File: config.mk
export PLATFORM = sky130hd
export DESIGN_NAME = positional_list_store_unit
export DESIGN_NICKNAME = d
export VERILOG_FILES = /design/src/hw/rtl/plst_pkg.sv /design/src/hw/rtl/plst_datapath.sv /design/src/hw/rtl/plst_controller.sv /design/src/hw/rtl/positional_list_store_unit.sv
export SDC_FILE = /design/constraint.sdc
export NUM_CORES = 1
export LEC_CHECK = 0
export BUFFER_PORTS_ARGS = -buffer_cell sky130_fd_sc_hd__buf_4
export CAP_MARGIN = 10
export CORE_ASPECT_RATIO = 0.5
export CORE_MARGIN = 1.5
export CORE_UTILIZATION = 52
export DETAILED_ROUTE_END_ITERATION = 7
export PLACE_DENSITY = 0.68
export SYNTH_ARGS = -nofsm -noshare
export SYNTH_HDL_FRONTEND = slang
export SYNTH_SLANG_ARGS = --single-unit
export TNS_END_PERCENT = 30
File: constraint.sdc
create_clock -name clk -period 4.2 [get_ports clk]
set_clock_uncertainty 0.05 [all_clocks]
set_input_delay 0.84 -clock clk [delete_from_list [all_inputs] [get_ports clk]]
set_output_delay 0.84 -clock clk [all_outputs]
set_load 0.05 [all_outputs]
File: src/hw/rtl/plst_pkg.sv
`timescale 1ns / 1ps
// ----------------------------------------------------------------------------
// plst_pkg
// shared types for the positional list store: words, opcodes, status codes,
// controller states and the command/status bundles between the two halves
// ----------------------------------------------------------------------------
package plst_pkg;

  typedef enum logic [2:0] {
    OP_INS_FRONT = 3'd0,
    OP_INS_END   = 3'd1,
    OP_INS_POS   = 3'd2,
    OP_DEL_FRONT = 3'd3,
    OP_DEL_END   = 3'd4,
    OP_DEL_POS   = 3'd5,
    OP_REVERSE   = 3'd6,
    OP_DISPLAY   = 3'd7
  } op_t;

  typedef enum logic [1:0] {
    ST_OK     = 2'd0,
    ST_BADPOS = 2'd1,
    ST_EMPTY  = 2'd2,
    ST_FULL   = 2'd3
  } status_t;

  typedef enum logic [1:0] {
    CLS_INS,
    CLS_DEL,
    CLS_REV,
    CLS_DISP
  } op_class_t;

  localparam logic KIND_STATUS  = 1'b0;
  localparam logic KIND_ELEMENT = 1'b1;

  // request word
  typedef struct packed {
    logic [2:0]         op;
    logic signed [31:0] value;
    logic [7:0]         position;
  } req_t;

  // response word
  typedef struct packed {
    logic               kind;
    logic [1:0]         status;
    logic signed [31:0] element;
    logic               last;
  } rsp_t;

  typedef enum logic [3:0] {
    S_IDLE,
    S_CHECK,
    S_MOVE_RD,
    S_MOVE_WR,
    S_COMMIT,
    S_REV_RD,
    S_REV_WA,
    S_REV_WB,
    S_DISP_RD,
    S_DISP_OUT,
    S_EMIT
  } state_t;

  // controller -> datapath
  typedef struct packed {
    logic load;
    logic mv_read;
    logic mv_write;
    logic commit;
    logic rev_read;
    logic rev_read_next;
    logic rev_wa;
    logic rev_wb;
    logic disp_read;
    logic emit_elem;
    logic emit_status;
  } cmd_t;

  // datapath -> controller
  typedef struct packed {
    logic      err;
    op_class_t op_class;
    logic      remain_zero;
    logic      remain_one;
    logic      count_zero;
    logic      disp_last;
    logic      out_free;
  } stat_t;

endpackage

File: src/hw/rtl/plst_datapath.sv
`timescale 1ns / 1ps
// ----------------------------------------------------------------------------
// plst_datapath
// element memory, count, walk pointers and the response register
// ----------------------------------------------------------------------------
module plst_datapath #(
  parameter int CAPACITY = 16
) (
  input  logic             clk,
  input  logic             rst,
  input  plst_pkg::req_t   req,
  input  plst_pkg::cmd_t   cmd,
  output plst_pkg::stat_t  stat,
  output logic             rsp_valid,
  input  logic             rsp_stall,
  output plst_pkg::rsp_t   rsp
);

  localparam int AW = $clog2(CAPACITY);
  localparam int CW = $clog2(CAPACITY + 1);

  logic signed [31:0] mem [CAPACITY];

  logic [CW-1:0]          count;
  logic [CW-1:0]          ptr;
  logic [CW-1:0]          ptr_b;
  logic [CW-1:0]          remain;
  logic [AW-1:0]          tgt;
  logic [AW-1:0]          wr_addr;
  logic signed [31:0]     value;
  plst_pkg::status_t      res_status;
  plst_pkg::op_class_t    op_class;
  logic signed [31:0]     rdata_a;
  logic signed [31:0]     rdata_b;

  // request decode
  plst_pkg::op_class_t    ld_class;
  plst_pkg::status_t      ld_status;
  logic [CW-1:0]          ld_tgt;
  logic [CW-1:0]          ld_moves;
  logic [CW-1:0]          ld_ptr;
  logic [7:0]             n8;
  logic                   full;

  always_comb begin
    n8        = 8'(count);
    full      = (count == CW'(CAPACITY));
    ld_class  = plst_pkg::CLS_DISP;
    ld_status = plst_pkg::ST_OK;
    ld_tgt    = '0;
    ld_moves  = '0;
    ld_ptr    = '0;
    unique case (plst_pkg::op_t'(req.op))
      plst_pkg::OP_INS_FRONT: begin
        ld_class = plst_pkg::CLS_INS;
        ld_tgt   = '0;
      end
      plst_pkg::OP_INS_END: begin
        ld_class = plst_pkg::CLS_INS;
        ld_tgt   = count;
      end
      plst_pkg::OP_INS_POS: begin
        ld_class = plst_pkg::CLS_INS;
        ld_tgt   = CW'(req.position);
      end
      plst_pkg::OP_DEL_FRONT: begin
        ld_class = plst_pkg::CLS_DEL;
        ld_tgt   = '0;
      end
      plst_pkg::OP_DEL_END: begin
        ld_class = plst_pkg::CLS_DEL;
        ld_tgt   = count - CW'(1);
      end
      plst_pkg::OP_DEL_POS: begin
        ld_class = plst_pkg::CLS_DEL;
        ld_tgt   = CW'(req.position);
      end
      plst_pkg::OP_REVERSE: begin
        ld_class = plst_pkg::CLS_REV;
      end
      plst_pkg::OP_DISPLAY: begin
        ld_class = plst_pkg::CLS_DISP;
      end
      default: begin
        ld_class = plst_pkg::CLS_DISP;
      end
    endcase

    case (ld_class)
      plst_pkg::CLS_INS: begin
        if (plst_pkg::op_t'(req.op) == plst_pkg::OP_INS_POS &&
            req.position != 8'd0 && req.position > n8) begin
          ld_status = plst_pkg::ST_BADPOS;
        end else if (full) begin
          ld_status = plst_pkg::ST_FULL;
        end
        ld_moves = count - ld_tgt;
        ld_ptr   = count - CW'(1);
      end
      plst_pkg::CLS_DEL: begin
        if (count == '0) begin
          ld_status = plst_pkg::ST_EMPTY;
        end else if (plst_pkg::op_t'(req.op) == plst_pkg::OP_DEL_POS &&
                     req.position >= n8) begin
          ld_status = plst_pkg::ST_BADPOS;
        end
        ld_moves = count - CW'(1) - ld_tgt;
        ld_ptr   = ld_tgt + CW'(1);
      end
      plst_pkg::CLS_REV: begin
        ld_moves = count >> 1;
      end
      default: begin
        ld_moves = '0;
      end
    endcase
  end

  // read addresses
  logic [CW-1:0] ptr_inc;
  logic [CW-1:0] ptr_b_dec;
  logic [AW-1:0] addr_a;
  logic [AW-1:0] addr_b;
  logic          rd_a;
  logic          rd_b;

  always_comb begin
    ptr_inc   = ptr + CW'(1);
    ptr_b_dec = ptr_b - CW'(1);
    addr_a    = cmd.rev_read_next ? ptr_inc[AW-1:0] : ptr[AW-1:0];
    addr_b    = cmd.rev_read_next ? ptr_b_dec[AW-1:0] : ptr_b[AW-1:0];
    rd_a      = cmd.mv_read | cmd.disp_read | cmd.rev_read | cmd.rev_read_next;
    rd_b      = cmd.rev_read | cmd.rev_read_next;
  end

  // write port
  logic               we;
  logic [AW-1:0]      waddr;
  logic signed [31:0] wdata;

  always_comb begin
    we    = 1'b0;
    waddr = wr_addr;
    wdata = rdata_a;
    if (cmd.mv_write) begin
      we = 1'b1;
    end else if (cmd.commit && op_class == plst_pkg::CLS_INS) begin
      we    = 1'b1;
      waddr = tgt;
      wdata = value;
    end else if (cmd.rev_wa) begin
      we    = 1'b1;
      waddr = ptr[AW-1:0];
      wdata = rdata_b;
    end else if (cmd.rev_wb) begin
      we    = 1'b1;
      waddr = ptr_b[AW-1:0];
      wdata = rdata_a;
    end
  end

  always_ff @(posedge clk) begin
    if (we) begin
      mem[waddr] <= wdata;
    end
    if (rd_a) begin
      rdata_a <= mem[addr_a];
    end
    if (rd_b) begin
      rdata_b <= mem[addr_b];
    end
  end

  // pointers and request registers
  always_ff @(posedge clk) begin
    if (cmd.load) begin
      op_class   <= ld_class;
      res_status <= ld_status;
      value      <= req.value;
      tgt        <= ld_tgt[AW-1:0];
      remain     <= ld_moves;
      ptr        <= ld_ptr;
      ptr_b      <= count - CW'(1);
    end else if (cmd.mv_read) begin
      remain <= remain - CW'(1);
      if (op_class == plst_pkg::CLS_INS) begin
        ptr     <= ptr - CW'(1);
        wr_addr <= AW'(ptr + CW'(1));
      end else begin
        ptr     <= ptr + CW'(1);
        wr_addr <= AW'(ptr - CW'(1));
      end
    end else if (cmd.rev_wb) begin
      ptr    <= ptr_inc;
      ptr_b  <= ptr_b_dec;
      remain <= remain - CW'(1);
    end else if (cmd.disp_read) begin
      ptr <= ptr_inc;
    end
  end

  always_ff @(posedge clk) begin
    if (rst) begin
      count <= '0;
    end else if (cmd.commit) begin
      if (op_class == plst_pkg::CLS_INS) begin
        count <= count + CW'(1);
      end else begin
        count <= count - CW'(1);
      end
    end
  end

  // response register
  logic out_free;
  assign out_free = !rsp_valid || !rsp_stall;

  always_ff @(posedge clk) begin
    if (rst) begin
      rsp_valid <= 1'b0;
    end else if (cmd.emit_elem || cmd.emit_status) begin
      rsp_valid <= 1'b1;
    end else if (!rsp_stall) begin
      rsp_valid <= 1'b0;
    end
  end

  always_ff @(posedge clk) begin
    if (cmd.emit_elem) begin
      rsp.kind    <= plst_pkg::KIND_ELEMENT;
      rsp.status  <= plst_pkg::ST_OK;
      rsp.element <= rdata_a;
      rsp.last    <= (ptr == count);
    end else if (cmd.emit_status) begin
      rsp.kind    <= plst_pkg::KIND_STATUS;
      rsp.status  <= res_status;
      rsp.element <= '0;
      rsp.last    <= 1'b1;
    end
  end

  always_comb begin
    stat.err         = (res_status != plst_pkg::ST_OK);
    stat.op_class    = op_class;
    stat.remain_zero = (remain == '0);
    stat.remain_one  = (remain == CW'(1));
    stat.count_zero  = (count == '0);
    stat.disp_last   = (ptr == count);
    stat.out_free    = out_free;
  end

endmodule

File: src/hw/rtl/plst_controller.sv
`timescale 1ns / 1ps
// ----------------------------------------------------------------------------
// plst_controller
// sequencer that walks the datapath through one request at a time
// ----------------------------------------------------------------------------
module plst_controller (
  input  logic             clk,
  input  logic             rst,
  input  logic             req_valid,
  output logic             req_stall,
  input  plst_pkg::stat_t  stat,
  output plst_pkg::cmd_t   cmd
);

  plst_pkg::state_t state;
  plst_pkg::state_t state_next;

  always_ff @(posedge clk) begin
    if (rst) begin
      state <= plst_pkg::S_IDLE;
    end else begin
      state <= state_next;
    end
  end

  always_comb begin
    state_next = state;
    cmd        = '0;
    req_stall  = 1'b1;
    unique case (state)
      plst_pkg::S_IDLE: begin
        req_stall = 1'b0;
        if (req_valid) begin
          cmd.load   = 1'b1;
          state_next = plst_pkg::S_CHECK;
        end
      end
      plst_pkg::S_CHECK: begin
        if (stat.err) begin
          state_next = plst_pkg::S_EMIT;
        end else begin
          case (stat.op_class)
            plst_pkg::CLS_INS, plst_pkg::CLS_DEL: begin
              state_next = stat.remain_zero ? plst_pkg::S_COMMIT : plst_pkg::S_MOVE_RD;
            end
            plst_pkg::CLS_REV: begin
              state_next = stat.remain_zero ? plst_pkg::S_EMIT : plst_pkg::S_REV_RD;
            end
            default: begin
              state_next = stat.count_zero ? plst_pkg::S_EMIT : plst_pkg::S_DISP_RD;
            end
          endcase
        end
      end
      plst_pkg::S_MOVE_RD: begin
        cmd.mv_read = 1'b1;
        state_next  = plst_pkg::S_MOVE_WR;
      end
      plst_pkg::S_MOVE_WR: begin
        cmd.mv_write = 1'b1;
        if (stat.remain_zero) begin
          state_next = plst_pkg::S_COMMIT;
        end else begin
          cmd.mv_read = 1'b1;
        end
      end
      plst_pkg::S_COMMIT: begin
        cmd.commit = 1'b1;
        state_next = plst_pkg::S_EMIT;
      end
      plst_pkg::S_REV_RD: begin
        cmd.rev_read = 1'b1;
        state_next   = plst_pkg::S_REV_WA;
      end
      plst_pkg::S_REV_WA: begin
        cmd.rev_wa = 1'b1;
        state_next = plst_pkg::S_REV_WB;
      end
      plst_pkg::S_REV_WB: begin
        cmd.rev_wb = 1'b1;
        if (stat.remain_one) begin
          state_next = plst_pkg::S_EMIT;
        end else begin
          cmd.rev_read_next = 1'b1;
          state_next        = plst_pkg::S_REV_WA;
        end
      end
      plst_pkg::S_DISP_RD: begin
        cmd.disp_read = 1'b1;
        state_next    = plst_pkg::S_DISP_OUT;
      end
      plst_pkg::S_DISP_OUT: begin
        if (stat.out_free) begin
          cmd.emit_elem = 1'b1;
          if (stat.disp_last) begin
            state_next = plst_pkg::S_IDLE;
          end else begin
            cmd.disp_read = 1'b1;
          end
        end
      end
      plst_pkg::S_EMIT: begin
        if (stat.out_free) begin
          cmd.emit_status = 1'b1;
          state_next      = plst_pkg::S_IDLE;
        end
      end
      default: begin
        state_next = plst_pkg::S_IDLE;
      end
    endcase
  end

endmodule

File: src/hw/rtl/positional_list_store_unit.sv
`timescale 1ns / 1ps
// ----------------------------------------------------------------------------
// positional_list_store_unit
// ordered list of up to CAPACITY signed 32-bit values with positional edits
// ----------------------------------------------------------------------------
// Takes one request word at a time and answers it on the response channel.
// Inserts and deletes shift the packed list through a one-write, two-read
// element memory, one element per cycle, up to CAPACITY - 1 elements per
// request. Reverse swaps pairs from both ends inward. Display streams one
// element per cycle, slowed only by stall on the response side. The
// request side stalls until the last response word of the current request
// sits in the output register; that register lets the next request start
// while the final word still waits to be taken.
// ----------------------------------------------------------------------------
module positional_list_store_unit #(
  parameter int CAPACITY = 16
) (
  input  logic            clk,
  input  logic            rst,
  // request channel
  input  logic            req_valid,
  output logic            req_stall,
  input  plst_pkg::req_t  req,
  // response channel
  output logic            rsp_valid,
  input  logic            rsp_stall,
  output plst_pkg::rsp_t  rsp
);

  // command and status between sequencer and datapath
  plst_pkg::cmd_t  cmd;
  plst_pkg::stat_t stat;

  // sequencer: one request in flight, walks the memory step by step
  plst_controller u_ctrl (
    .clk       (clk),
    .rst       (rst),
    .req_valid (req_valid),
    .req_stall (req_stall),
    .stat      (stat),
    .cmd       (cmd)
  );

  // memory, element count, walk pointers and the response register
  plst_datapath #(
    .CAPACITY (CAPACITY)
  ) u_dp (
    .clk       (clk),
    .rst       (rst),
    .req       (req),
    .cmd       (cmd),
    .stat      (stat),
    .rsp_valid (rsp_valid),
    .rsp_stall (rsp_stall),
    .rsp       (rsp)
  );

endmodule

==> impl_metrics.yaml, run 1 <==
power_and_ir_drop:
  total_switching_power_mw: 12.1
  p_int_mw: 17.3
  power_switching_share: 0.412
  ir_drop_v: 0.000708
  power.static_leakage_nw: 14.7
  pwr-share-comb: 0.473
  sequentialPowerShare: 0.330
  power_density_mw_per_mm2: 691
  clock_power_share: 0.196
sta:
  hold_viol: 0
  worstMarginPinSlew_ps: 1350
  slew_viol_final: 0
  grt_setup_unrepaired: "no"
  layout_worst_path_cycle_share: 0.860
  timing.slew.headroom: 0.0936
  setup_viol: 0
  max_freq_mhz: 277
  timing.final.crit_period_ps: 3610
  totalNegativeSetupSlack_ps: 0
global_route:
  grt_pass1_vias: 27500
  grt_antenna_before_repair: 1
  grt_first_pass_wirelength_um: 179000
  maximum_number_of_pins_on_one_net_before_global_route_repair: 136
  groute.layer.met2.usage: 0.463
  gr-total-overflow: 0
  global_route.usage.met1: 0.480
  grt_use_met3: 0.0632
  top_usage_layer: "met1"
  global_route.usage.total: 0.323
clock_tree:
  ctsHtreeMaxLevel: 2
  cts_hold_buffers: 0
  post_cts_buffers: 0
  cts-root-buf: "clkbuf_16"
  tritoncts: "yes"
  numCtsBuffers: 61
  clk_latency_ps: 660
  post_cts.resized_instances: 0
  numClockSinks: 680
  clock_tree.buffer_depth: 3
  clk_pin_slew_worst_paths_ps: 70
routing:
  post_drt_wl_per_cell_um: 30.4
  vias_per_cell: 7.27
  drc: 0
  vias: 29600
  antenna_left: 0
  drt_first_pass_iters: 6
  drt_wl_total_um: 124000
  initialDrtViolationCount: 4439
yosys:
  ys_seq_elements: 680
  synth_top_area_cell: "edfxtp_1"
  synth_xor_area_frac: 0.00815
  synth_adder_area_share: 0.00609
  synth_top_family_by_area: "multiplexers"
  synth_cell_types: 80
  synth_top_flop_cell: "edfxtp_1"
  post_synth_inst_count: 3041
  proportion_of_register_bits_with_asynchronous_set_or_reset_after_synthesis: 0
  cells_taking_the_most_area_after_synthesis: "edfxtp_1 52%, mux4_2 8.5%, mux2i_1 7.2%"
  synth_compound_gate_area_share: 0.138
  synth_nets: 3106
  synth_warnings: 0
  synth_simple_gate_area_share: 0.0990
  synth.mux.area_fraction: 0.183
  synth.cell_area_mm2: 0.0382
  synth.yosys.seq_area_share: 0.531
  fraction_of_post_synthesis_cell_area_in_the_top_cell_type_by_area: 0.524
  synth_enable_flop_cells: 667
  avgSynthCellArea_um2: 12.6
status:
  status: "completed"
worst_setup_path:
  critPathLaunchType: "flop"
  worst-path-max-fanout: 20
  worstPathRequired_ps: 4430
  r2r_start: "u_ctrl.state[1]$_SDFFE_PP0P_"
  critical_path.startpoint: "u_ctrl.state[1]$_SDFFE_PP0P_"
  worst-setup-path-type: "reg2reg"
  end_kind: "flop"
  data_arrival_time_of_the_worst_path_ps: 3840
layout:
  final_util: 0.585
  layout-drive-gt1-share: 0.195
  final_nets: 3114
  area_growth_pct: 11.6
  layout.cell_area.non_filler_mm2: 0.0427
floorplanning:
  placementRows: 70
  core-area_mm2: 0.0729
  die-height_um: 195
  i_o_pin_cnt: 85
  start_util: 0.524
  die-area_mm2: 0.0752
  dieWidth_um: 386
placement:
  detailed_place_hpwl_um: 72300
  finalWeightedCongestion: 0.872
  portBuffers: 84
  detailed_place.area_mm2: 0.0406
worst_hold_path:
  holdCritPathClass: "in2reg"
  hold_path_startpoint: "req[30]"
run:
  max_cap_viol_count: 0
-- worst max-delay path: stages, from the launching register on --
cell	delay [ps]
dfxtp_1	700
inv_1	210
a211oi_1	590
o221a_2	340
a21boi_0	330
nand2_1	330
nor2_4	200
buf_4	470
-- worst paths after layout --
| kind | slack, ps | depth (start not counted) | end |
|---|---|---|---|
| worst max-delay path | 590 | 7 | u_dp.mem[11][6]$_DFFE_PP_ |
| worst min-delay path | 310 | 1 | u_dp.value[22]$_DFFE_PP_ |
| worst max register to register | 590 | 7 | u_dp.mem[11][6]$_DFFE_PP_ |
| worst min register to register | 410 | 1 | u_dp.rsp[35]$_SDFFE_PP1P_ |
-- cells in the final DEF (no fill, tap or decap), drive strengths merged, types with 11 or more instances in the layout --
cell type,synthesis,final
nand3,48,48
mux2,88,88
buf,119,232
inv,26,27
a2111oi,68,68
mux2i,274,274
xnor2,23,23
nor2,180,180
edfxtp,667,667
nor2b,55,55
nand2b,12,12
nand4,37,37
ha,17,17
or4,34,34
clkinv,3,29
and2,54,54
nand2,272,272
dfxtp,13,13
clkbuf,168,76
o21ai,63,63
a311oi,72,72
o221ai,114,114
mux4,145,145
a211o,22,22
a221oi,29,29
a211oi,34,34
o31ai,24,24
o22ai,120,120
a21oi,82,82
nor3,18,18
and3,28,28
a21boi,11,11
-- per-layer routing --
metal | vias up | part of all wire
li1 | 12300 | -
met5 | - | 0
met1 | 14700 | 0.39
met4 | 0 | 0.041
met2 | 2228 | 0.43
met3 | 314 | 0.13
-- power groups by stage --
stage	Clock [mW]	Combinational, mW	Sequential (mW)
6_report	5.78	13.9	9.74
5_1_grt	6.06	14.6	9.78
4_1_cts	5.83	13.6	9.72
3_5_place_dp	0	13.5	9.86
3_3_place_gp	0	13.3	9.85
2_1_floorplan	0	8.64	9.73
-- metrics by stage --
stage	setup WS, ps	cells	power, mW	hold WS [ps]
2_1_floorplan	402	3041	18.4	430
3_3_place_gp	585	3958	23.1	391
3_5_place_dp	572	3958	23.4	396
4_1_cts	686	4070	29.1	279
5_1_grt	435	4070	30.4	293
6_report	589	4071	29.5	309
-- logic make-up (layout without fill, tap and decap cells) --
family                   count (synthesis)  in the layout
other                                    0              1
buffers and inverters                  316            373
adder cells (fa/ha/maj)                 18             18
AO/OA/AOI/OAI                          710            710
AND/OR/NAND/NOR                        776            776
multiplexers                           507            507
XOR/XNOR                                34             34
flip-flops                             680            680
-- cells in the mapped netlist, types with 10 or more instances --
cell type / n
buf_1: 31
a21oi_1: 81
o22ai_1: 120
mux2_2: 87
ha_1: 17
dfxtp_1: 13
mux4_2: 145
a2111oi_0: 68
a21boi_0: 10
a32o_1: 10
inv_1: 25
o21ai_0: 60
o31ai_1: 24
o221ai_1: 114
nor2_1: 180
edfxtp_1: 667
clkbuf_1: 167
buf_2: 81
nor3_1: 18
xnor2_1: 23
nand3_1: 48
and2_1: 54
mux2i_1: 274
nor2b_1: 55
o211ai_1: 10
xor2_1: 10
a211o_1: 22
or4_1: 34
a221oi_1: 29
nand2b_1: 12
nand4_1: 37
nand2_1: 270
a211oi_1: 33
a311oi_1: 72
and3_1: 28
-- layout make-up --
class	count	area, um^2
multi-input cells	2045	16900
flip-flops and latches	680	20300
well taps	972	1220
clock inverters	36	353
fillers	5688	30200
clock buffers	76	1650
diodes	1	2.50
inverters	29	109
repair buffers	232	2130
-- state kept, by name, summed over array words and instances (netlist names), 5 cells and up --
| register | flops |
|---|---|
| u_dp.remain | 5 |
| u_dp.rdata_b | 32 |
| u_dp.count | 5 |
| u_dp.rdata_a | 32 |
| u_dp.mem | 512 |
| u_dp.rsp | 36 |
| u_dp.ptr | 5 |
| u_dp.value | 32 |
Note: power is estimated with default switching activity, not from simulation.
==> run 2, diff against run 1 <==
--- a/config.mk
+++ b/config.mk
@@ -9,9 +9,8 @@
 export CAP_MARGIN = 10
 export CORE_ASPECT_RATIO = 0.5
 export CORE_MARGIN = 1.5
-export CORE_UTILIZATION = 52
+export CORE_UTILIZATION = 31
 export DETAILED_ROUTE_END_ITERATION = 7
-export PLACE_DENSITY = 0.68
 export SYNTH_ARGS = -nofsm -noshare
 export SYNTH_HDL_FRONTEND = slang
 export SYNTH_SLANG_ARGS = --single-unit
==> impl_metrics.yaml, run 2 (synthesis gave the netlist of run 1 again) <==
clock_tree:
  ctsHtreeMaxLevel: 3
  cts-root-buf: "clkbuf_16"
  numCtsBuffers: 71
  numClockSinks: 680
  tritoncts: "yes"
  clock_tree.buffer_depth: 3
  cts_hold_buffers: 0
  post_cts.resized_instances: 0
  post_cts_buffers: 0
  clk_latency_ps: 670
  clk_pin_slew_worst_paths_ps: 60
floorplanning:
  start_util: 0.315
  core-area_mm2: 0.121
  die-height_um: 251
  i_o_pin_cnt: 85
  die-area_mm2: 0.125
  dieWidth_um: 499
  placementRows: 90
layout:
  area_growth_pct: 14.8
  largest_register_ff_count: 512
  mostFrequentLayoutCell: "edfxtp_1"
  registers.top_by_ff_count: "u_dp.mem"
  filler_free_cell_count_of_the_finished_design: 4720
  reg_top3: "u_dp.mem (512), u_dp.rsp (36)"
  layout.cell_area.non_filler_mm2: 0.0439
  most-common-layout-cells: "667 x edfxtp_1, 274 x mux2i_1, 269 x nand2_1"
  final_util: 0.361
  num-fill-cells: 11500
  layout-drive-gt1-share: 0.198
  final_nets: 3121
sta:
  timing.slew.headroom: 0.306
  grt_setup_unrepaired: "no"
  worstMarginPinSlew_ps: 1040
  worst_slack_ps: 494
  layout_worst_path_cycle_share: 0.882
  hold_viol: 0
  max_freq_mhz: 270
  fin_hold_ws_ps: 295
  setup_viol: 0
  timing.final.crit_period_ps: 3710
  slew_viol_final: 0
  totalNegativeSetupSlack_ps: 0
placement:
  pre_cts_slack_ps: 495
  dp.cells: 4593
  detailed_place.area_mm2: 0.0415
  finalWeightedCongestion: 0.866
  portBuffers: 84
  detailed_place_hpwl_um: 75400
power_and_ir_drop:
  p_int_mw: 17.9
  power_switching_share: 0.413
  sequentialPowerShare: 0.319
  total_switching_power_mw: 12.6
  pwr-share-comb: 0.467
  power_density_mw_per_mm2: 696
  clock_power_share: 0.214
  total_power_mw: 30.5
  ir_drop_v: 0.000732
  power.static_leakage_nw: 14.9
status:
  status: "completed"
worst_setup_path:
  worst-setup-path-type: "reg2reg"
  end_kind: "flop"
  worstPathCellList: "or3_1 > a211oi_1 > o221a_2 > a21boi_0 > nand2_1 > nor2_4 > buf_12"
  data_arrival_time_of_the_worst_path_ps: 3990
  crit_slowest_cell: "a211oi_1"
  cpPeakStageDelay_ps: 650
  worst-path-max-fanout: 19
  worstPathRequired_ps: 4490
  critPathLaunchType: "flop"
global_route:
  global_route.usage.total: 0.208
  grt_pass1_vias: 28600
  grt_first_pass_wirelength_um: 195000
  grt_antenna_before_repair: 2
  gr-total-overflow: 0
  maximum_number_of_pins_on_one_net_before_global_route_repair: 157
run:
  max_cap_viol_count: 0
routing:
  drc: 0
  initialDrtViolationCount: 4107
  post_drt_wl_per_cell_um: 28.6
  antenna_left: 0
  vias: 29800
  drt_wl_total_um: 135000
  vias_per_cell: 6.32
  drt_first_pass_iters: 5
worst_hold_path:
  holdCritPathClass: "in2reg"
[run 2: cell types whose count changed in the layout (fill, tap and decap cells not counted), sizes merged]
cell    before  now
inv         27   31
bufinv       7    9
clkinv      29   28
clkbuf      76   85
buf        232  229
[run 2: area by class of cell]
cell class	instances	area (um^2)	area share
Clock inverter	41	450	0.0103
Inverter	29	109	0.00248
Antenna cell	1	2.50	0.0000571
Tap cell	1610	2010	0.0459
Sequential cell	680	20300	0.463
Multi-Input combinational cell	2045	16900	0.385
Timing Repair Buffer	229	2220	0.0506
Clock buffer	85	1870	0.0427
[run 2: power by group through the flow]
stage                     clock [mW]  combinational [mW]  sequential (mW)
final                           6.54                14.3             9.74
after global routing            6.85                14.9             9.78
after CTS                       6.62                14.0             9.72
after detailed placement           0                13.9             9.85
after global placement             0                13.7             9.85
after floorplan                    0                8.64             9.73
[run 2: path summary, 6_finish.rpt]
path	start	endpoint	slack (ps)	cells past startpoint
min	req[39]	u_dp.value[31]$_DFFE_PP_	290	1
max	u_ctrl.state[0]$_SDFFE_PP0P_	u_dp.mem[10][27]$_DFFE_PP_	490	7
max reg2reg	u_ctrl.state[0]$_SDFFE_PP0P_	u_dp.mem[10][27]$_DFFE_PP_	490	7
min reg2reg	u_dp.rsp[35]$_SDFFE_PP1P_	u_dp.rsp[35]$_SDFFE_PP1P_	410	1
[run 2: critical path: cells and delay by family, from the launching register on]
kind            cells  cell delay (ps)
buf+inv             1              290
flops               1              510
compound gates      3             1270
simple gates        3             1240
[run 2: routing by layer]
metal	wire length (um)	global-route usage	vias to the layer above
li1	-	-	12300
met3	15300	0.0443	362
met5	0	0	-
met4	5850	0.0909	0
met2	59400	0.316	2083
met1	54200	0.287	15100
